File: src/rtl/ssas_pkg.sv
package ssas_pkg;

   localparam int ADDR_WIDTH = 5;
   localparam int DATA_WIDTH = 32;

   typedef enum logic [2:0] {
      REG_HOLD_TICKS      = 3'd0,
      REG_END_SPEED       = 3'd1,
      REG_RAMP_STEP       = 3'd2,
      REG_CATCH_TIME      = 3'd3,
      REG_CATCH_MIN_SPEED = 3'd4,
      REG_ERROR_STEP      = 3'd5
   } reg_index_type;

   typedef enum logic [1:0] {
      SPIN_STILL   = 2'd0,
      SPIN_FORWARD = 2'd1,
      SPIN_REVERSE = 2'd2
   } spin_type;

   // classified input beat handed from front to back
   typedef struct packed {
      logic               is_start;
      logic               catch_request;
      logic               fwd;
      logic               rev;
      logic signed [15:0] theta;
   } op_type;

   typedef struct packed {
      logic [15:0] hold_ticks;
      logic [31:0] end_speed;
      logic [31:0] ramp_step;
      logic [15:0] catch_time;
      logic [14:0] error_step;
   } cfg_type;

endpackage

File: src/rtl/ssas_if.sv
interface ssas_req_if;
   logic               valid;
   logic               ready;
   logic               cmd;
   logic               catch_request;
   logic signed [15:0] est_theta;
   logic signed [15:0] est_omega;

   modport source (output valid, cmd, catch_request, est_theta, est_omega, input ready);
   modport sink (input valid, cmd, catch_request, est_theta, est_omega, output ready);
endinterface

interface ssas_rsp_if;
   logic               valid;
   logic               ready;
   logic signed [15:0] park_angle;
   logic               in_open_loop;
   logic               mode_changed;
   logic [1:0]         spin_status;
   logic               catch_busy;

   modport source (output valid, park_angle, in_open_loop, mode_changed, spin_status,
                   catch_busy, input ready);
   modport sink (input valid, park_angle, in_open_loop, mode_changed, spin_status,
                 catch_busy, output ready);
endinterface

File: src/rtl/sensorless_startup_angle_sequencer.sv
// Start-up angle sequencer for a sensorless PMSM drive: one request beat per control period
// (tick or start) returns exactly one response beat with the commutation angle and mode flags.
// Throughput is one beat per clock unless the response side stalls, limited by the state update
// in the back end (one 33-bit saturating ramp add feeding a 16-bit angle add). A beat accepted
// is written into the queue, and the back end registers its response beat from it; the queue
// holds QUEUE_DEPTH beats so request acceptance continues while a response waits. Registers sit
// on an APB port at 4*i; write them only in idle, which the block itself does not enforce.
module sensorless_startup_angle_sequencer #(
   parameter int QUEUE_DEPTH = 2
) (
   input  logic                              clock,
   input  logic                              reset,
   ssas_req_if.sink                          req,
   ssas_rsp_if.source                        rsp,
   input  logic                              psel,
   input  logic                              penable,
   input  logic                              pwrite,
   input  logic [ssas_pkg::ADDR_WIDTH-1:0]   paddr,
   input  logic [ssas_pkg::DATA_WIDTH-1:0]   pwdata,
   output logic [ssas_pkg::DATA_WIDTH-1:0]   prdata,
   output logic                              pready
);
   import ssas_pkg::*;

   logic [15:0]   hold_ticks_ff;
   logic [31:0]   end_speed_ff;
   logic [31:0]   ramp_step_ff;
   logic [15:0]   catch_time_ff;
   logic [14:0]   catch_min_speed_ff;
   logic [14:0]   error_step_ff;
   reg_index_type reg_index;
   logic          csr_write;
   cfg_type       cfg;

   logic   front_valid, front_ready;
   op_type front_op;
   logic   back_valid, back_ready;
   op_type back_op;

   assign pready    = 1'b1;
   assign reg_index = reg_index_type'(paddr[4:2]);
   assign csr_write = psel && penable && pwrite && pready;

   always_ff @(posedge clock) begin
      if (reset) begin
         hold_ticks_ff      <= '0;
         end_speed_ff       <= '0;
         ramp_step_ff       <= '0;
         catch_time_ff      <= '0;
         catch_min_speed_ff <= '0;
         error_step_ff      <= '0;
      end else if (csr_write) begin
         unique case (reg_index)
            REG_HOLD_TICKS:      hold_ticks_ff      <= pwdata[15:0];
            REG_END_SPEED:       end_speed_ff       <= pwdata;
            REG_RAMP_STEP:       ramp_step_ff       <= pwdata;
            REG_CATCH_TIME:      catch_time_ff      <= pwdata[15:0];
            REG_CATCH_MIN_SPEED: catch_min_speed_ff <= pwdata[14:0];
            REG_ERROR_STEP:      error_step_ff      <= pwdata[14:0];
            default: ;
         endcase
      end
   end

   always_comb begin
      unique case (reg_index)
         REG_HOLD_TICKS:      prdata = {16'd0, hold_ticks_ff};
         REG_END_SPEED:       prdata = end_speed_ff;
         REG_RAMP_STEP:       prdata = ramp_step_ff;
         REG_CATCH_TIME:      prdata = {16'd0, catch_time_ff};
         REG_CATCH_MIN_SPEED: prdata = {17'd0, catch_min_speed_ff};
         REG_ERROR_STEP:      prdata = {17'd0, error_step_ff};
         default:             prdata = '0;
      endcase
   end

   assign cfg.hold_ticks = hold_ticks_ff;
   assign cfg.end_speed  = end_speed_ff;
   assign cfg.ramp_step  = ramp_step_ff;
   assign cfg.catch_time = catch_time_ff;
   assign cfg.error_step = error_step_ff;

   ssas_front u_front (
      .req             (req),
      .catch_min_speed (catch_min_speed_ff),
      .op_valid        (front_valid),
      .op_ready        (front_ready),
      .op              (front_op)
   );

   ssas_queue #(
      .DEPTH (QUEUE_DEPTH)
   ) u_queue (
      .clock      (clock),
      .reset      (reset),
      .push_valid (front_valid),
      .push_ready (front_ready),
      .push_data  (front_op),
      .pop_valid  (back_valid),
      .pop_ready  (back_ready),
      .pop_data   (back_op)
   );

   ssas_back u_back (
      .clock    (clock),
      .reset    (reset),
      .cfg      (cfg),
      .op_valid (back_valid),
      .op_ready (back_ready),
      .op       (back_op),
      .rsp      (rsp)
   );

endmodule

File: src/rtl/ssas_front.sv
module ssas_front (
   ssas_req_if.sink         req,
   input  logic [14:0]      catch_min_speed,
   output logic             op_valid,
   input  logic             op_ready,
   output ssas_pkg::op_type op
);
   import ssas_pkg::*;

   logic signed [16:0] omega_ext;
   logic signed [16:0] min_ext;

   // speed classification against the catch threshold
   assign omega_ext = {req.est_omega[15], req.est_omega};
   assign min_ext   = $signed({2'b00, catch_min_speed});

   assign op.is_start      = req.cmd;
   assign op.catch_request = req.catch_request;
   assign op.fwd           = omega_ext > min_ext;
   assign op.rev           = omega_ext < -min_ext;
   assign op.theta         = req.est_theta;

   assign op_valid  = req.valid;
   assign req.ready = op_ready;

endmodule

File: src/rtl/ssas_queue.sv
module ssas_queue #(
   parameter int DEPTH = 2
) (
   input  logic             clock,
   input  logic             reset,
   input  logic             push_valid,
   output logic             push_ready,
   input  ssas_pkg::op_type push_data,
   output logic             pop_valid,
   input  logic             pop_ready,
   output ssas_pkg::op_type pop_data
);
   import ssas_pkg::*;

   localparam int PW = (DEPTH > 1) ? $clog2(DEPTH) : 1;
   localparam int CW = $clog2(DEPTH + 1);

   op_type          mem_ff [DEPTH];
   logic [PW-1:0]   wr_ptr_ff, wr_ptr_in;
   logic [PW-1:0]   rd_ptr_ff, rd_ptr_in;
   logic [CW-1:0]   count_ff, count_in;
   logic            push, pop;

   assign push_ready = count_ff != CW'(DEPTH);
   assign pop_valid  = count_ff != '0;
   assign pop_data   = mem_ff[rd_ptr_ff];
   assign push       = push_valid && push_ready;
   assign pop        = pop_valid && pop_ready;

   always_comb begin
      wr_ptr_in = wr_ptr_ff;
      rd_ptr_in = rd_ptr_ff;
      count_in  = count_ff;
      if (push) begin
         wr_ptr_in = (wr_ptr_ff == PW'(DEPTH - 1)) ? '0 : wr_ptr_ff + 1'b1;
      end
      if (pop) begin
         rd_ptr_in = (rd_ptr_ff == PW'(DEPTH - 1)) ? '0 : rd_ptr_ff + 1'b1;
      end
      if (push && !pop) begin
         count_in = count_ff + 1'b1;
      end else if (pop && !push) begin
         count_in = count_ff - 1'b1;
      end
   end

   always_ff @(posedge clock) begin
      if (reset) begin
         wr_ptr_ff <= '0;
         rd_ptr_ff <= '0;
         count_ff  <= '0;
      end else begin
         wr_ptr_ff <= wr_ptr_in;
         rd_ptr_ff <= rd_ptr_in;
         count_ff  <= count_in;
      end
   end

   always_ff @(posedge clock) begin
      if (push) begin
         mem_ff[wr_ptr_ff] <= push_data;
      end
   end

endmodule

File: src/rtl/ssas_back.sv
module ssas_back (
   input  logic              clock,
   input  logic              reset,
   input  ssas_pkg::cfg_type cfg,
   input  logic              op_valid,
   output logic              op_ready,
   input  ssas_pkg::op_type  op,
   ssas_rsp_if.source        rsp
);
   import ssas_pkg::*;

   logic        open_ff, open_in;
   logic        catch_ff, catch_in;
   logic [15:0] catch_count_ff, catch_count_in;
   logic [15:0] lock_count_ff, lock_count_in;
   logic [31:0] ramp_acc_ff, ramp_acc_in;
   logic [15:0] angle_ff, angle_in;
   logic [15:0] error_ff, error_in;
   spin_type    spin_ff, spin_in;
   logic        changed;
   logic [32:0] ramp_sum;
   logic [16:0] err_ext, err_mag;

   logic               rsp_valid_ff, rsp_valid_in;
   logic signed [15:0] park_angle_ff;
   logic               open_out_ff, changed_ff, catch_out_ff;
   logic [1:0]         spin_out_ff;
   logic               step;

   assign op_ready = !rsp_valid_ff || rsp.ready;
   assign step     = op_valid && op_ready;

   assign ramp_sum = {1'b0, ramp_acc_ff} + {1'b0, cfg.ramp_step};
   assign err_ext  = {error_ff[15], error_ff};
   assign err_mag  = err_ext[16] ? -err_ext : err_ext;

   always_comb begin
      open_in        = open_ff;
      catch_in       = catch_ff;
      catch_count_in = catch_count_ff;
      lock_count_in  = lock_count_ff;
      ramp_acc_in    = ramp_acc_ff;
      angle_in       = angle_ff;
      error_in       = error_ff;
      spin_in        = spin_ff;
      changed        = 1'b0;
      priority if (op.is_start) begin
         open_in        = 1'b1;
         catch_in       = op.catch_request;
         catch_count_in = '0;
         lock_count_in  = '0;
         ramp_acc_in    = '0;
      end else if (open_ff) begin
         if (catch_ff) begin
            if (catch_count_ff < cfg.catch_time) begin
               catch_count_in = catch_count_ff + 1'b1;
            end else begin
               catch_count_in = '0;
               catch_in       = 1'b0;
               priority if (op.fwd) begin
                  spin_in  = SPIN_FORWARD;
                  open_in  = 1'b0;
                  error_in = '0;
                  changed  = 1'b1;
               end else if (op.rev) begin
                  spin_in = SPIN_REVERSE;
               end else begin
                  spin_in = SPIN_STILL;
               end
            end
         end else begin
            priority if (lock_count_ff < cfg.hold_ticks) begin
               lock_count_in = lock_count_ff + 1'b1;
            end else if (ramp_acc_ff < cfg.end_speed) begin
               ramp_acc_in = ramp_sum[32] ? '1 : ramp_sum[31:0];
            end else begin
               open_in  = 1'b0;
               changed  = 1'b1;
               error_in = angle_ff - op.theta;
            end
            angle_in = angle_ff + ramp_acc_in[31:16];
         end
      end else begin
         angle_in = op.theta + error_ff;
         if (err_mag > {2'b00, cfg.error_step}) begin
            if (err_ext[16]) begin
               error_in = error_ff + {1'b0, cfg.error_step};
            end else begin
               error_in = error_ff - {1'b0, cfg.error_step};
            end
         end
      end
   end

   always_comb begin
      rsp_valid_in = rsp_valid_ff;
      if (step) begin
         rsp_valid_in = 1'b1;
      end else if (rsp.ready) begin
         rsp_valid_in = 1'b0;
      end
   end

   always_ff @(posedge clock) begin
      if (reset) begin
         open_ff        <= 1'b0;
         catch_ff       <= 1'b0;
         catch_count_ff <= '0;
         lock_count_ff  <= '0;
         ramp_acc_ff    <= '0;
         angle_ff       <= '0;
         error_ff       <= '0;
         spin_ff        <= SPIN_STILL;
         rsp_valid_ff   <= 1'b0;
      end else begin
         rsp_valid_ff <= rsp_valid_in;
         if (step) begin
            open_ff        <= open_in;
            catch_ff       <= catch_in;
            catch_count_ff <= catch_count_in;
            lock_count_ff  <= lock_count_in;
            ramp_acc_ff    <= ramp_acc_in;
            angle_ff       <= angle_in;
            error_ff       <= error_in;
            spin_ff        <= spin_in;
         end
      end
   end

   // result register, no reset on payload
   always_ff @(posedge clock) begin
      if (step) begin
         park_angle_ff <= angle_in;
         open_out_ff   <= open_in;
         changed_ff    <= changed;
         spin_out_ff   <= spin_in;
         catch_out_ff  <= catch_in;
      end
   end

   assign rsp.valid        = rsp_valid_ff;
   assign rsp.park_angle   = park_angle_ff;
   assign rsp.in_open_loop = open_out_ff;
   assign rsp.mode_changed = changed_ff;
   assign rsp.spin_status  = spin_out_ff;
   assign rsp.catch_busy   = catch_out_ff;

endmodule

File: src/flat_wrapper.sv
// flat-port wrapper written by rule: the top's interface ports become plain ports
module sensorless_startup_angle_sequencer_flat import ssas_pkg::*;
#(
   parameter int QUEUE_DEPTH = 2
)
  (clock, reset, psel, penable, pwrite, paddr, pwdata, prdata, pready, req_valid, req_cmd, req_catch_request, req_est_theta, req_est_omega, req_ready, rsp_valid, rsp_park_angle, rsp_in_open_loop, rsp_mode_changed, rsp_spin_status, rsp_catch_busy, rsp_ready);
  ssas_req_if req_i ();
  ssas_rsp_if rsp_i ();
  input  logic clock;
  input  logic reset;
  input  logic psel;
  input  logic penable;
  input  logic pwrite;
  input  logic [ssas_pkg::ADDR_WIDTH-1:0] paddr;
  input  logic [ssas_pkg::DATA_WIDTH-1:0] pwdata;
  output logic [ssas_pkg::DATA_WIDTH-1:0] prdata;
  output logic pready;
  input wire logic [$bits(req_i.valid)-1:0] req_valid;
  input wire logic [$bits(req_i.cmd)-1:0] req_cmd;
  input wire logic [$bits(req_i.catch_request)-1:0] req_catch_request;
  input wire logic [$bits(req_i.est_theta)-1:0] req_est_theta;
  input wire logic [$bits(req_i.est_omega)-1:0] req_est_omega;
  output wire logic [$bits(req_i.ready)-1:0] req_ready;
  output wire logic [$bits(rsp_i.valid)-1:0] rsp_valid;
  output wire logic [$bits(rsp_i.park_angle)-1:0] rsp_park_angle;
  output wire logic [$bits(rsp_i.in_open_loop)-1:0] rsp_in_open_loop;
  output wire logic [$bits(rsp_i.mode_changed)-1:0] rsp_mode_changed;
  output wire logic [$bits(rsp_i.spin_status)-1:0] rsp_spin_status;
  output wire logic [$bits(rsp_i.catch_busy)-1:0] rsp_catch_busy;
  input wire logic [$bits(rsp_i.ready)-1:0] rsp_ready;
  assign req_i.valid = req_valid;
  assign req_i.cmd = req_cmd;
  assign req_i.catch_request = req_catch_request;
  assign req_i.est_theta = req_est_theta;
  assign req_i.est_omega = req_est_omega;
  assign req_ready = req_i.ready;
  assign rsp_valid = rsp_i.valid;
  assign rsp_park_angle = rsp_i.park_angle;
  assign rsp_in_open_loop = rsp_i.in_open_loop;
  assign rsp_mode_changed = rsp_i.mode_changed;
  assign rsp_spin_status = rsp_i.spin_status;
  assign rsp_catch_busy = rsp_i.catch_busy;
  assign rsp_i.ready = rsp_ready;
  sensorless_startup_angle_sequencer #(.QUEUE_DEPTH(QUEUE_DEPTH)) u_core (.clock(clock), .reset(reset), .req(req_i), .rsp(rsp_i), .psel(psel), .penable(penable), .pwrite(pwrite), .paddr(paddr), .pwdata(pwdata), .prdata(prdata), .pready(pready));
endmodule
File: config.mk
export PLATFORM = sky130hd
export DESIGN_NAME = sensorless_startup_angle_sequencer_flat
export DESIGN_NICKNAME = d
export VERILOG_FILES = /design/src/rtl/ssas_pkg.sv /design/src/rtl/ssas_if.sv /design/src/rtl/sensorless_startup_angle_sequencer.sv /design/src/rtl/ssas_front.sv /design/src/rtl/ssas_queue.sv /design/src/rtl/ssas_back.sv /design/src/flat_wrapper.sv
export SDC_FILE = /design/constraint.sdc
export NUM_CORES = 1
export LEC_CHECK = 0
export BUFFER_PORTS_ARGS = -buffer_cell sky130_fd_sc_hd__buf_2
export CAP_MARGIN = 20
export CORE_ASPECT_RATIO = 0.75
export CORE_MARGIN = 1.5
export CORE_UTILIZATION = 40
export DETAILED_ROUTE_END_ITERATION = 10
export SLEW_MARGIN = 10
export SYNTH_ARGS = -nofsm -noshare
export SYNTH_HDL_FRONTEND = slang
export SYNTH_SLANG_ARGS = --single-unit
File: constraint.sdc
create_clock -name clock -period 11.4 [get_ports clock]
set_clock_uncertainty 0.1 [all_clocks]
set_input_delay 1.71 -clock clock [delete_from_list [all_inputs] [get_ports clock]]
set_output_delay 1.71 -clock clock [all_outputs]
set_load 0.05 [all_outputs]
==> flow_metrics.env, run 1 <==
export IMPL_synth_seq_cells=293
export IMPL_max_fo_critical_path=18
export IMPL_yosysUniqueCellTypes=85
export IMPL_path_common_cell="sky130_fd_sc_hd__o21ai_1"
export IMPL_avgRoutedWirePerCell_um=19.5
export IMPL_synth_fp_nets=2719
export IMPL_seq_area_frac_synth_pct=32.9
export IMPL_place_inst=3125
export IMPL_synth_async_sr_flop_share_pct=0
export IMPL_place_area_sq_mm=0.0209
export IMPL_yosys_area_share_xor_xnor_pct=5.47
export IMPL_critical_path_cell_chain="ha_1 > fa_1 > a211oi_1 > o21ai_1 > o21ai_1 > a21oi_1 > nor2_2 > o21ai_1 > buf_4 > nor2_1 > o31ai_1 > o21a_1 > ha_1 > a21o_1 > a211oi_1 > o21ai_1 > nand2_1 > o311ai_1 > or2b_1 > a21oi_2 > or3_4 > a31oi_1 > o221ai_1"
export IMPL_post_syn_area_sq_mm=0.0197
export IMPL_combinational_family_with_the_most_area_after_synthesis="compound AO/OA/AOI/OAI gates"
export IMPL_timing_final_hold_violations=0
export IMPL_synthesized_area_fraction_occupied_by_and_or_nand_nor_cells_pct=19.2
export IMPL_die_height_um=195
export IMPL_numCtsBuffers=35
export IMPL_dp_slack_ns=5.19
export IMPL_hpwl_um=46800
export IMPL_worst_setup_path_type="flip-flop to flip-flop"
export IMPL_wire_length_of_the_first_global_routing_pass_um=95600
export IMPL_nNetsFinal=2802
export IMPL_fillCellCount=4817
export IMPL_num_vias=18100
export IMPL_port_buffers=130
export IMPL_cts_root_buffer_type="sky130_fd_sc_hd__clkbuf_16"
export IMPL_worst_slack_ns=5.18
export IMPL_cts_post_setup_buffers_inserted=0
export IMPL_detailedRoute_firstIterationViolations=1647
export IMPL_syn_inst=2431
export IMPL_maximum_vdd_ir_drop_v=0.000118
export IMPL_hold_start="u_core.hold_ticks_ff[14]"
export IMPL_fmax_mhz=161
export IMPL_ys_flop_type="sky130_fd_sc_hd__dfxtp_1"
export IMPL_startpoint_type="flip-flop"
export IMPL_report_final_slew_viol_count=0
export IMPL_startpoint_of_the_lowest_slack_register_to_register_path="u_core.ramp_step_ff[0]"
export IMPL_holdBufCountCts=0
export IMPL_worstSkewPairLatency_ns=0.55
export IMPL_synth_edff_count=61
export IMPL_synthMuxAreaShare_pct=1.42
export IMPL_first_global_vias=16800
export IMPL_clock_tree_buf_depth=3
export IMPL_drtAntennaViolNets=0
export IMPL_coreArea_sq_mm=0.0487
export IMPL_worst_endpoint_arrival_ns=6.37
export IMPL_finalSetupTns_ns=0
export IMPL_finalWorstPathRequiredPeriod_ns=6.22
export IMPL_layout_cell_area_non_filler_sq_mm=0.0220
export IMPL_area_delta_synth_final_pct=11.8
export IMPL_number_of_top_level_pins=134
export IMPL_drc=0
export IMPL_tightest_slew_ns=0.969
export IMPL_clkTransAtPathRegs_ns=0.06
export IMPL_status="completed"
export IMPL_placementRows=70
export IMPL_maxSlewHeadroom_pct=35.4
export IMPL_detail_route_wirelength_um=62100
export IMPL_final_layout_size_suffix_gt1_share_pct=10.3
export IMPL_final_period_utilization_pct=54.6
export IMPL_post_layout_nonfiller_instances=3188
export IMPL_grt_max_degree=78
export IMPL_timing_critical_path_to_type="flip-flop"
export IMPL_worst_endpoint_required_ns=11.55
export IMPL_cpMaxStageDelayCell="sky130_fd_sc_hd__o311ai_1"
export IMPL_ys_warn_count=0
export IMPL_setup_violations=0
export IMPL_startpoint="u_core.ramp_step_ff[0]"
export IMPL_die_width_um=259
export IMPL_cts_tree="done"
export IMPL_initial_antenna_violation_count=2
export IMPL_yosys_area_share_adder_pct=13.5
export IMPL_cts_resized=0
export IMPL_power_leakage_nw=8.92
export IMPL_max_cap_violations=0
export IMPL_grt_overflow=0
export IMPL_clkSinkCount=293
export IMPL_pwr_density_cell_mw_per_mm2=185
export IMPL_place_congestion=0.937
export IMPL_min_delay_path_class="flip-flop to flip-flop"
export IMPL_vias_per_cell=5.68
export IMPL_gr_usage_all_layers_pct=24.0
export IMPL_initial_utilization_pct=40.5
export IMPL_synth_compound_gate_area_share_pct=22.5
export IMPL_grt_setup_unrepaired="false"
export IMPL_max_stage_delay_ns=0.50
export IMPL_dieArea_sq_mm=0.0506
export IMPL_drt_pre_antenna_iters=5
export IMPL_finalCoreUtilization_pct=45.3
export IMPL_h_tree_depth=2
export IMPL_post_synth_cell_area_avg_sq_um=8.11
state kept, by name, summed over array words and instances, names as in the netlist, 2 cells and up, named ones only:
name	flops
u_core.u_queue.mem_ff	40
u_core.end_speed_ff	32
u_core.ramp_step_ff	32
u_core.u_back.ramp_acc_ff	32
u_core.catch_time_ff	16
u_core.hold_ticks_ff	16
u_core.u_back.angle_ff	16
u_core.u_back.catch_count_ff	16
u_core.u_back.error_ff	16
u_core.u_back.lock_count_ff	16
u_core.u_back.rsp.park_angle	16
u_core.catch_min_speed_ff	15
u_core.error_step_ff	15
u_core.u_back.rsp.spin_status	2
u_core.u_back.spin_ff	2
u_core.u_queue.count_ff	2
Yosys cell counts, types with 5 or more instances:
library cell / instances / area, sq um
sky130_fd_sc_hd__a211o_1: 5 / 43.8
sky130_fd_sc_hd__nor4_1: 7 / 43.8
sky130_fd_sc_hd__mux2_2: 8 / 90.1
sky130_fd_sc_hd__a2111oi_0: 5 / 43.8
sky130_fd_sc_hd__and2_1: 13 / 81.3
sky130_fd_sc_hd__clkbuf_1: 88 / 330
sky130_fd_sc_hd__edfxtp_1: 61 / 1830
sky130_fd_sc_hd__nor2b_1: 20 / 125
sky130_fd_sc_hd__nand3_1: 48 / 240
sky130_fd_sc_hd__fa_1: 5 / 100
sky130_fd_sc_hd__a21o_1: 51 / 383
sky130_fd_sc_hd__nand2b_1: 16 / 100
sky130_fd_sc_hd__o21ai_1: 31 / 155
sky130_fd_sc_hd__o21ai_0: 90 / 450
sky130_fd_sc_hd__inv_1: 134 / 503
sky130_fd_sc_hd__o211ai_1: 13 / 97.6
sky130_fd_sc_hd__o31ai_1: 8 / 60.1
sky130_fd_sc_hd__o221a_2: 13 / 146
sky130_fd_sc_hd__o21a_1: 27 / 203
sky130_fd_sc_hd__a22o_1: 21 / 184
sky130_fd_sc_hd__dfxtp_1: 232 / 4640
sky130_fd_sc_hd__a311oi_1: 5 / 43.8
sky130_fd_sc_hd__a22oi_1: 62 / 465
sky130_fd_sc_hd__nor3_2: 6 / 60.1
sky130_fd_sc_hd__or4_1: 5 / 37.5
sky130_fd_sc_hd__nand3b_1: 14 / 105
sky130_fd_sc_hd__a21oi_1: 287 / 1440
sky130_fd_sc_hd__or3_1: 26 / 163
sky130_fd_sc_hd__buf_2: 5 / 25.0
sky130_fd_sc_hd__nand2_1: 395 / 1480
sky130_fd_sc_hd__and3_1: 25 / 156
sky130_fd_sc_hd__ha_1: 205 / 2560
sky130_fd_sc_hd__mux2i_1: 19 / 190
sky130_fd_sc_hd__o22ai_1: 6 / 37.5
sky130_fd_sc_hd__nand4_1: 27 / 169
sky130_fd_sc_hd__nor2_1: 144 / 541
sky130_fd_sc_hd__nor3_1: 46 / 230
sky130_fd_sc_hd__o21bai_1: 10 / 75.1
sky130_fd_sc_hd__xor2_1: 34 / 298
sky130_fd_sc_hd__buf_1: 5 / 18.8
sky130_fd_sc_hd__a211oi_1: 17 / 128
sky130_fd_sc_hd__a31oi_1: 19 / 119
sky130_fd_sc_hd__xnor2_1: 89 / 780
cell type report:
cell class / count / area (sq um) / share of cell area [%]
timing repair buffer: 154 / 837 / 3.80
tap: 648 / 811 / 3.68
inverter: 136 / 510 / 2.32
multi-input combinational: 1894 / 12300 / 55.7
antenna: 1 / 2.50 / 0.0114
clock buffer: 43 / 946 / 4.29
clock inverter: 19 / 189 / 0.857
sequential: 293 / 6480 / 29.4
worst paths after layout:
path / endpoint / slack (ns) / cells past startpoint
max: u_core.u_back.rsp.park_angle[15] / 5.18 / 23
min: u_core.hold_ticks_ff[14] / 0.37 / 2
max reg2reg: u_core.u_back.rsp.park_angle[15] / 5.18 / 23
min reg2reg: u_core.hold_ticks_ff[14] / 0.37 / 2
per-stage QoR:
| stage | total power, mW | hold slack, ns |
|---|---|---|
| 2_1_floorplan | 2.49 | 0.333 |
| 3_3_place_gp | 2.90 | 0.340 |
| 3_5_place_dp | 2.94 | 0.362 |
| 4_1_cts | 4.07 | 0.370 |
| 5_1_grt | 4.29 | 0.376 |
| 6_report | 4.07 | 0.370 |
metal layers:
metal	global-route usage [%]	routed length, um	share of wire [%]
met2	35.3	26200	42
met4	6.83	1450	2.3
met5	0	0	0
met1	34.5	29100	47
met3	6.00	5380	8.7
cells by family after synthesis:
logic type | Yosys count
XOR/XNOR | 123
flip-flops | 293
AO/OA/AOI/OAI | 710
AND/OR/NAND/NOR | 823
multiplexers | 27
adder cells (fa/ha/maj) | 210
buffers and inverters | 244
other | 1
worst max-delay path, delay by kind of cell, from the launching register on:
| family | cells | cell delay, ns |
|---|---|---|
| compound gates | 14 | 2.78 |
| simple gates | 5 | 1.47 |
| fa+ha+maj | 3 | 0.98 |
| flops | 1 | 0.36 |
| buf+inv | 1 | 0.21 |
cell usage in the layout (no fill, tap or decap), types with 8 or more instances in the layout:
cell,instances
sky130_fd_sc_hd__nand4_1,27
sky130_fd_sc_hd__nand3_1,48
sky130_fd_sc_hd__nand2b_1,16
sky130_fd_sc_hd__o21ai_0,90
sky130_fd_sc_hd__nor3_1,45
sky130_fd_sc_hd__a22oi_1,62
sky130_fd_sc_hd__o221a_2,13
sky130_fd_sc_hd__o211ai_1,13
sky130_fd_sc_hd__a22o_1,21
sky130_fd_sc_hd__o21ai_1,31
sky130_fd_sc_hd__a21o_1,51
sky130_fd_sc_hd__clkbuf_16,35
sky130_fd_sc_hd__xor2_1,34
sky130_fd_sc_hd__buf_2,129
sky130_fd_sc_hd__and3_1,25
sky130_fd_sc_hd__mux2i_1,19
sky130_fd_sc_hd__a21oi_1,287
sky130_fd_sc_hd__buf_4,24
sky130_fd_sc_hd__inv_1,134
sky130_fd_sc_hd__edfxtp_1,61
sky130_fd_sc_hd__o31ai_1,8
sky130_fd_sc_hd__and2_1,13
sky130_fd_sc_hd__ha_1,205
sky130_fd_sc_hd__o21bai_1,10
sky130_fd_sc_hd__or3_1,26
sky130_fd_sc_hd__nand3b_1,14
sky130_fd_sc_hd__a211oi_1,17
sky130_fd_sc_hd__nor2b_1,20
sky130_fd_sc_hd__dfxtp_1,232
sky130_fd_sc_hd__nand2_1,395
sky130_fd_sc_hd__a31oi_1,19
sky130_fd_sc_hd__nor2_1,143
sky130_fd_sc_hd__o21a_1,27
sky130_fd_sc_hd__mux2_2,8
sky130_fd_sc_hd__xnor2_1,89
where the power goes:
group / total (mW) / leakage, nW / internal, mW / switching [mW]
Sequential: 1.31 / 2.45 / 1.20 / 0.113
Combinational: 1.63 / 5.92 / 0.559 / 1.07
Clock: 1.13 / 0.554 / 0.660 / 0.467
Note: power is estimated with default switching activity, not from simulation.
==> inputs of run 2 (changes only) <==
Clock period 11.4 ns to 5.1 ns, I/O delays scaled along.
==> flow_metrics.env, run 2 (synthesis results as in run 1) <==
export IMPL_cts_root_buffer_type="sky130_fd_sc_hd__clkbuf_16"
export IMPL_tightest_slew_ns=0.982
export IMPL_critical_path_cell_chain="inv_1 > ha_1 > and3_1 > a221o_1 > a31oi_1 > o311ai_1 > a31oi_1 > buf_4 > and2_2 > buf_4 > buf_4 > nor2_1 > a31oi_2 > ha_1 > a21o_1 > a21o_1 > nand3_1 > o311ai_4 > buf_4 > or3_1 > a32oi_1 > o221ai_1 > o21a_1"
export IMPL_top_register="u_core.u_queue.mem_ff"
export IMPL_startpoint_type="flip-flop"
export IMPL_placementRows=70
export IMPL_clkTransAtPathRegs_ns=0.06
export IMPL_largest_register_ffs=40
export IMPL_clock_tree_buf_depth=3
export IMPL_finalCoreUtilization_pct=46.8
export IMPL_wire_length_of_the_first_global_routing_pass_um=98900
export IMPL_initial_antenna_violation_count=1
export IMPL_grt_overflow=0
export IMPL_min_delay_path_class="input port to flip-flop"
export IMPL_finalSetupTns_ns=0
export IMPL_area_delta_synth_final_pct=15.7
export IMPL_num_vias=18600
export IMPL_pwr_density_cell_mw_per_mm2=417
export IMPL_clkSinkCount=293
export IMPL_cpMaxStageDelayCell="sky130_fd_sc_hd__a221o_1"
export IMPL_worst_slack_ns=0.161
export IMPL_worst_setup_path_type="flip-flop to flip-flop"
export IMPL_path_common_cell="sky130_fd_sc_hd__buf_4"
export IMPL_initial_utilization_pct=40.5
export IMPL_detailedRoute_firstIterationViolations=1923
export IMPL_final_cell_mix="sky130_fd_sc_hd__nand2_1, sky130_fd_sc_hd__a21oi_1, sky130_fd_sc_hd__dfxtp_1, sky130_fd_sc_hd__ha_1, sky130_fd_sc_hd__nor2_1"
export IMPL_first_global_vias=17500
export IMPL_finalWorstPathRequiredPeriod_ns=4.94
export IMPL_die_width_um=259
export IMPL_final_period_utilization_pct=96.8
export IMPL_drtAntennaViolNets=0
export IMPL_maxSlewHeadroom_pct=34.5
export IMPL_drt_pre_antenna_iters=5
export IMPL_comb_power_share_pct=41.5
export IMPL_max_fo_critical_path=9
export IMPL_status="completed"
export IMPL_setup_violations=0
export IMPL_die_height_um=195
export IMPL_worstSkewPairLatency_ns=0.55
export IMPL_vias_per_cell=5.69
export IMPL_drc=0
export IMPL_share_clk_of_total_power_pct=27.2
export IMPL_nNetsFinal=2879
export IMPL_post_layout_nonfiller_instances=3265
export IMPL_place_congestion=0.937
export IMPL_timing_critical_path_to_type="flip-flop"
export IMPL_layout_commonest_cell="sky130_fd_sc_hd__nand2_1"
export IMPL_grt_setup_unrepaired="true"
export IMPL_fmax_mhz=202
export IMPL_cts_tree="done"
export IMPL_avgRoutedWirePerCell_um=19.5
export IMPL_h_tree_depth=2
export IMPL_fillCellCount=4796
export IMPL_final_layout_size_suffix_gt1_share_pct=14.0
export IMPL_power_leakage_nw=9.40
export IMPL_gr_usage_all_layers_pct=24.7
export IMPL_worst_endpoint_required_ns=5.45
export IMPL_place_inst=3199
export IMPL_grt_max_degree=145
export IMPL_power_switching_fraction_pct=40.3
export IMPL_hpwl_um=48200
export IMPL_timing_final_hold_violations=0
export IMPL_worst_endpoint_arrival_ns=5.29
export IMPL_dieArea_sq_mm=0.0506
export IMPL_holdBufCountCts=0
export IMPL_max_cap_violations=0
export IMPL_detail_route_wirelength_um=63800
export IMPL_p_switching_mw=3.83
export IMPL_report_final_slew_viol_count=0
export IMPL_number_of_top_level_pins=134
export IMPL_max_stage_delay_ns=0.35
export IMPL_dp_slack_ns=-0.110
export IMPL_port_buffers=130
export IMPL_maximum_vdd_ir_drop_v=0.000303
export IMPL_numCtsBuffers=35
export IMPL_cell_internal_pwr_mw=5.67
export IMPL_diodes=0
export IMPL_p_seq_share_pct=31.3
export IMPL_coreArea_sq_mm=0.0487
[run 2: cell count changes in the layout (fill, tap and decap cells not counted), moves of 3 or more]
cell                       previous run  this run
sky130_fd_sc_hd__a21oi_2              2         8
sky130_fd_sc_hd__a211oi_1            17        14
sky130_fd_sc_hd__a31oi_2              0         3
sky130_fd_sc_hd__a211oi_2             0         3
sky130_fd_sc_hd__clkinv_4             4         0
sky130_fd_sc_hd__a31oi_1             19        15
sky130_fd_sc_hd__buf_4               24        99
sky130_fd_sc_hd__a21oi_1            287       281
[run 2: path summary, 6_finish.rpt]
kind	start	end	slack (ns)	depth (start not counted)
max	u_core.end_speed_ff[5]	u_core.u_back.angle_ff[13]	0.16	23
min	req_est_theta[7]	u_core.u_queue.mem_ff[0][7]	0.30	1
max reg2reg	u_core.end_speed_ff[5]	u_core.u_back.angle_ff[13]	0.16	23
min reg2reg	u_core.u_back.spin_ff[0]	u_core.u_back.spin_ff[0]	0.36	2
[run 2: repair_timing]
item,4_1_cts,5_1_grt
setup buffers,0,3
pin swaps,0,13
endpoints found under the setup margin,2,12
resized for setup,4,28
endpoints found under the hold margin,0,0
[run 2: power by group through the flow]
stage / combinational, mW / clock (mW) / sequential, mW
2_1_floorplan: 2.38 / 0 / 3.18
3_3_place_gp: 3.72 / 0 / 3.00
3_5_place_dp: 3.80 / 0 / 3.01
4_1_cts: 3.83 / 2.62 / 2.96
5_1_grt: 4.30 / 2.72 / 2.99
6_report: 3.94 / 2.58 / 2.97
[run 2: metal layers]
layer / track usage, % / up-vias / routed length, um
met5: 0 / - / 0
met3: 4.21 / 78 / 4640
met1: 36.6 / 8893 / 30600
met2: 36.8 / 618 / 27400
li1: - / 8998 / -
met4: 6.31 / 0 / 1220
[run 2: worst max-delay path: cells and delay by family, from the launching register on]
family	cells	cell delay (ns)
flip-flops	1	0.33
AO/OA/AOI/OAI	11	2.26
AND/OR/NAND/NOR	5	0.88
adder cells (fa/ha/maj)	2	0.57
buffers and inverters	5	0.69
[run 2: area by class of cell]
type                            count  area (sq um)  area share (%)
Multi-Input combinational cell   1894         12400            54.4
Sequential cell                   293          6480            28.4
Timing Repair Buffer              231          1430            6.28
Clock buffer                       47          1020            4.49
Tap cell                          648           811            3.56
Inverter                          136           510            2.24
Clock inverter                     16           144           0.631
[run 2: through the flow]
stage                     power [mW]  hold WS (ns)  instance area [sq um]
final                           9.50         0.304                  22800
after global routing            10.0         0.291                  22800
after CTS                       9.41         0.284                  22700
after detailed placement        6.81         0.351                  21500
after global placement          6.71         0.339                  21500
after floorplan                 5.56         0.333                  19700
==> inputs of run 3 (changes only) <==
Settings changed: CORE_ASPECT_RATIO 0.75 to 1.25.
==> flow_metrics.env, run 3 (synthesis results as in run 1) <==
export IMPL_status="completed"
export IMPL_power_leakage_nw=9.21
export IMPL_cpMaxStageDelayCell="sky130_fd_sc_hd__a221o_1"
export IMPL_worst_endpoint_arrival_ns=5.25
export IMPL_timing_final_hold_violations=0
export IMPL_area_delta_synth_final_pct=14.5
export IMPL_worst_setup_path_type="flip-flop to flip-flop"
export IMPL_clkTransAtPathRegs_ns=0.07
export IMPL_report_final_slew_viol_count=0
export IMPL_maximum_vdd_ir_drop_v=0.000214
export IMPL_drc=0
export IMPL_top_register="u_core.u_queue.mem_ff"
export IMPL_coreArea_sq_mm=0.0484
export IMPL_critical_path_cell_chain="inv_1 > ha_1 > and3_1 > a221o_1 > a31oi_2 > o311ai_2 > a31oi_2 > buf_4 > and2_1 > buf_6 > buf_4 > nor2_1 > a31oi_1 > ha_1 > a21o_1 > a21o_1 > nand3_2 > o311ai_4 > buf_4 > or3_1 > a32oi_1 > o221ai_1 > o21a_1"
export IMPL_timing_critical_path_to_type="flip-flop"
export IMPL_max_cap_violations=0
export IMPL_hpwl_um=48500
export IMPL_gr_usage_all_layers_pct=24.4
export IMPL_finalSetupTns_ns=0
export IMPL_dieArea_sq_mm=0.0506
export IMPL_clkSinkCount=293
export IMPL_place_congestion=0.955
export IMPL_final_cell_mix="sky130_fd_sc_hd__nand2_1, sky130_fd_sc_hd__a21oi_1, sky130_fd_sc_hd__dfxtp_1, sky130_fd_sc_hd__ha_1, sky130_fd_sc_hd__nor2_1"
export IMPL_startpoint_type="flip-flop"
export IMPL_holdBufCountCts=0
export IMPL_grt_overflow=0
export IMPL_maxSlewHeadroom_pct=32.3
export IMPL_detailedRoute_firstIterationViolations=1359
export IMPL_drt_pre_antenna_iters=5
export IMPL_final_layout_size_suffix_gt1_share_pct=13.5
export IMPL_vias_per_cell=5.67
export IMPL_num_vias=18300
export IMPL_initial_antenna_violation_count=0
export IMPL_p_seq_share_pct=32.1
export IMPL_layout_commonest_cell="sky130_fd_sc_hd__nand2_1"
export IMPL_detail_route_wirelength_um=63500
export IMPL_grt_max_degree=114
export IMPL_avgRoutedWirePerCell_um=19.6
export IMPL_overall_power_consumption_mw=9.18
export IMPL_largest_register_ffs=40
export IMPL_p_switching_mw=3.71
export IMPL_clock_tree_buf_depth=3
export IMPL_drtAntennaViolNets=0
export IMPL_share_clk_of_total_power_pct=25.6
export IMPL_wire_length_of_the_first_global_routing_pass_um=98600
export IMPL_path_common_cell="sky130_fd_sc_hd__buf_4"
export IMPL_initial_utilization_pct=40.7
export IMPL_nNetsFinal=2859
export IMPL_diodes=0
export IMPL_first_global_vias=18000
export IMPL_number_of_top_level_pins=134
export IMPL_numCtsBuffers=31
export IMPL_die_width_um=202
export IMPL_tightest_slew_ns=1.01
export IMPL_max_fo_critical_path=7
export IMPL_max_stage_delay_ns=0.36
export IMPL_worstSkewPairLatency_ns=0.59
export IMPL_final_period_utilization_pct=95.4
export IMPL_worst_endpoint_required_ns=5.49
export IMPL_cell_internal_pwr_mw=5.46
export IMPL_cts_tree="done"
export IMPL_comb_power_share_pct=42.3
export IMPL_power_switching_fraction_pct=40.5
export IMPL_fmax_mhz=206
export IMPL_pwr_density_cell_mw_per_mm2=407
export IMPL_h_tree_depth=1
export IMPL_placementRows=90
export IMPL_min_delay_path_class="input port to flip-flop"
export IMPL_port_buffers=130
export IMPL_die_height_um=251
export IMPL_cts_root_buffer_type="sky130_fd_sc_hd__clkbuf_16"
export IMPL_setup_violations=0
export IMPL_finalWorstPathRequiredPeriod_ns=4.86
-- run 3: changes by cell type in the layout (fill, tap and decap cells not counted), moves of 3 or more --
cell / delta
sky130_fd_sc_hd__buf_4: -17
sky130_fd_sc_hd__clkbuf_16: -6
sky130_fd_sc_hd__clkinv_2: -5
sky130_fd_sc_hd__ha_1: -4
sky130_fd_sc_hd__and2_1: +3
sky130_fd_sc_hd__clkbuf_8: -3
sky130_fd_sc_hd__clkinvlp_4: +3
sky130_fd_sc_hd__inv_6: -3
-- run 3: critical path, delay by kind of cell, from the launching register on --
family	cells	cell delay (ns)
simple gates	5	0.80
fa+ha+maj	2	0.60
buf+inv	5	0.61
compound gates	11	2.32
flops	1	0.35
-- run 3: area by class of cell --
type / instances / area (sq um)
multi-input cells: 1894 / 12400
inverters: 136 / 510
repair buffers: 215 / 1310
clock inverters: 15 / 193
flip-flops and latches: 293 / 6480
well taps: 644 / 806
clock buffers: 39 / 836
fillers: 4798 / 25900
-- run 3: per-layer routing --
layer | global-route usage, % | routed length (um) | share of wire [%] | up-vias
met5 | 0 | 0 | 0 | -
met4 | 12.5 | 3340 | 5.3 | 0
met3 | 2.57 | 2870 | 4.5 | 142
met2 | 42.1 | 30100 | 47 | 493
met1 | 30.1 | 27300 | 43 | 8739
li1 | - | - | - | 8963
-- run 3: power groups by stage --
stage | Clock [mW] | Combinational [mW] | Sequential (mW)
after CTS | 2.39 | 3.77 | 2.94
after floorplan | 0 | 2.38 | 3.18
after global placement | 0 | 3.66 | 2.99
after detailed placement | 0 | 3.74 | 2.99
final | 2.35 | 3.88 | 2.95
after global routing | 2.47 | 4.24 | 2.97
-- run 3: worst paths after layout --
kind	from	depth (start not counted)	end	slack [ns]
max reg2reg	u_core.end_speed_ff[5]	23	u_core.u_back.angle_ff[13]	0.24
min reg2reg	u_core.u_back.spin_ff[0]	2	u_core.u_back.spin_ff[0]	0.37
max	u_core.end_speed_ff[5]	23	u_core.u_back.angle_ff[13]	0.24
min	req_catch_request	1	u_core.u_queue.mem_ff[1][18]	0.26
-- run 3: repair_timing --
action | 4_1_cts | 5_1_grt
buffers inserted | 0 | 4
endpoints found under the setup margin | 2 | 14
gates resized for setup | 2 | 36
pin swaps | 1 | 21
-- run 3: metrics by stage --
| step | instances | utilization, % | area, sq um | setup WS (ns) | hold WS (ns) |
|---|---|---|---|---|---|
| floorplan | 2431 | - | 19700 | 0.129 | 0.333 |
| global placement | 3175 | 44.0 | 21300 | 0.0444 | 0.344 |
| detailed placement | 3175 | 44.0 | 21300 | -0.101 | 0.363 |
| CTS | 3229 | 46.1 | 22300 | 0.00936 | 0.242 |
| global route | 3236 | 46.6 | 22600 | -0.0293 | 0.256 |
| finish | 3236 | 46.6 | 22600 | 0.237 | 0.262 |
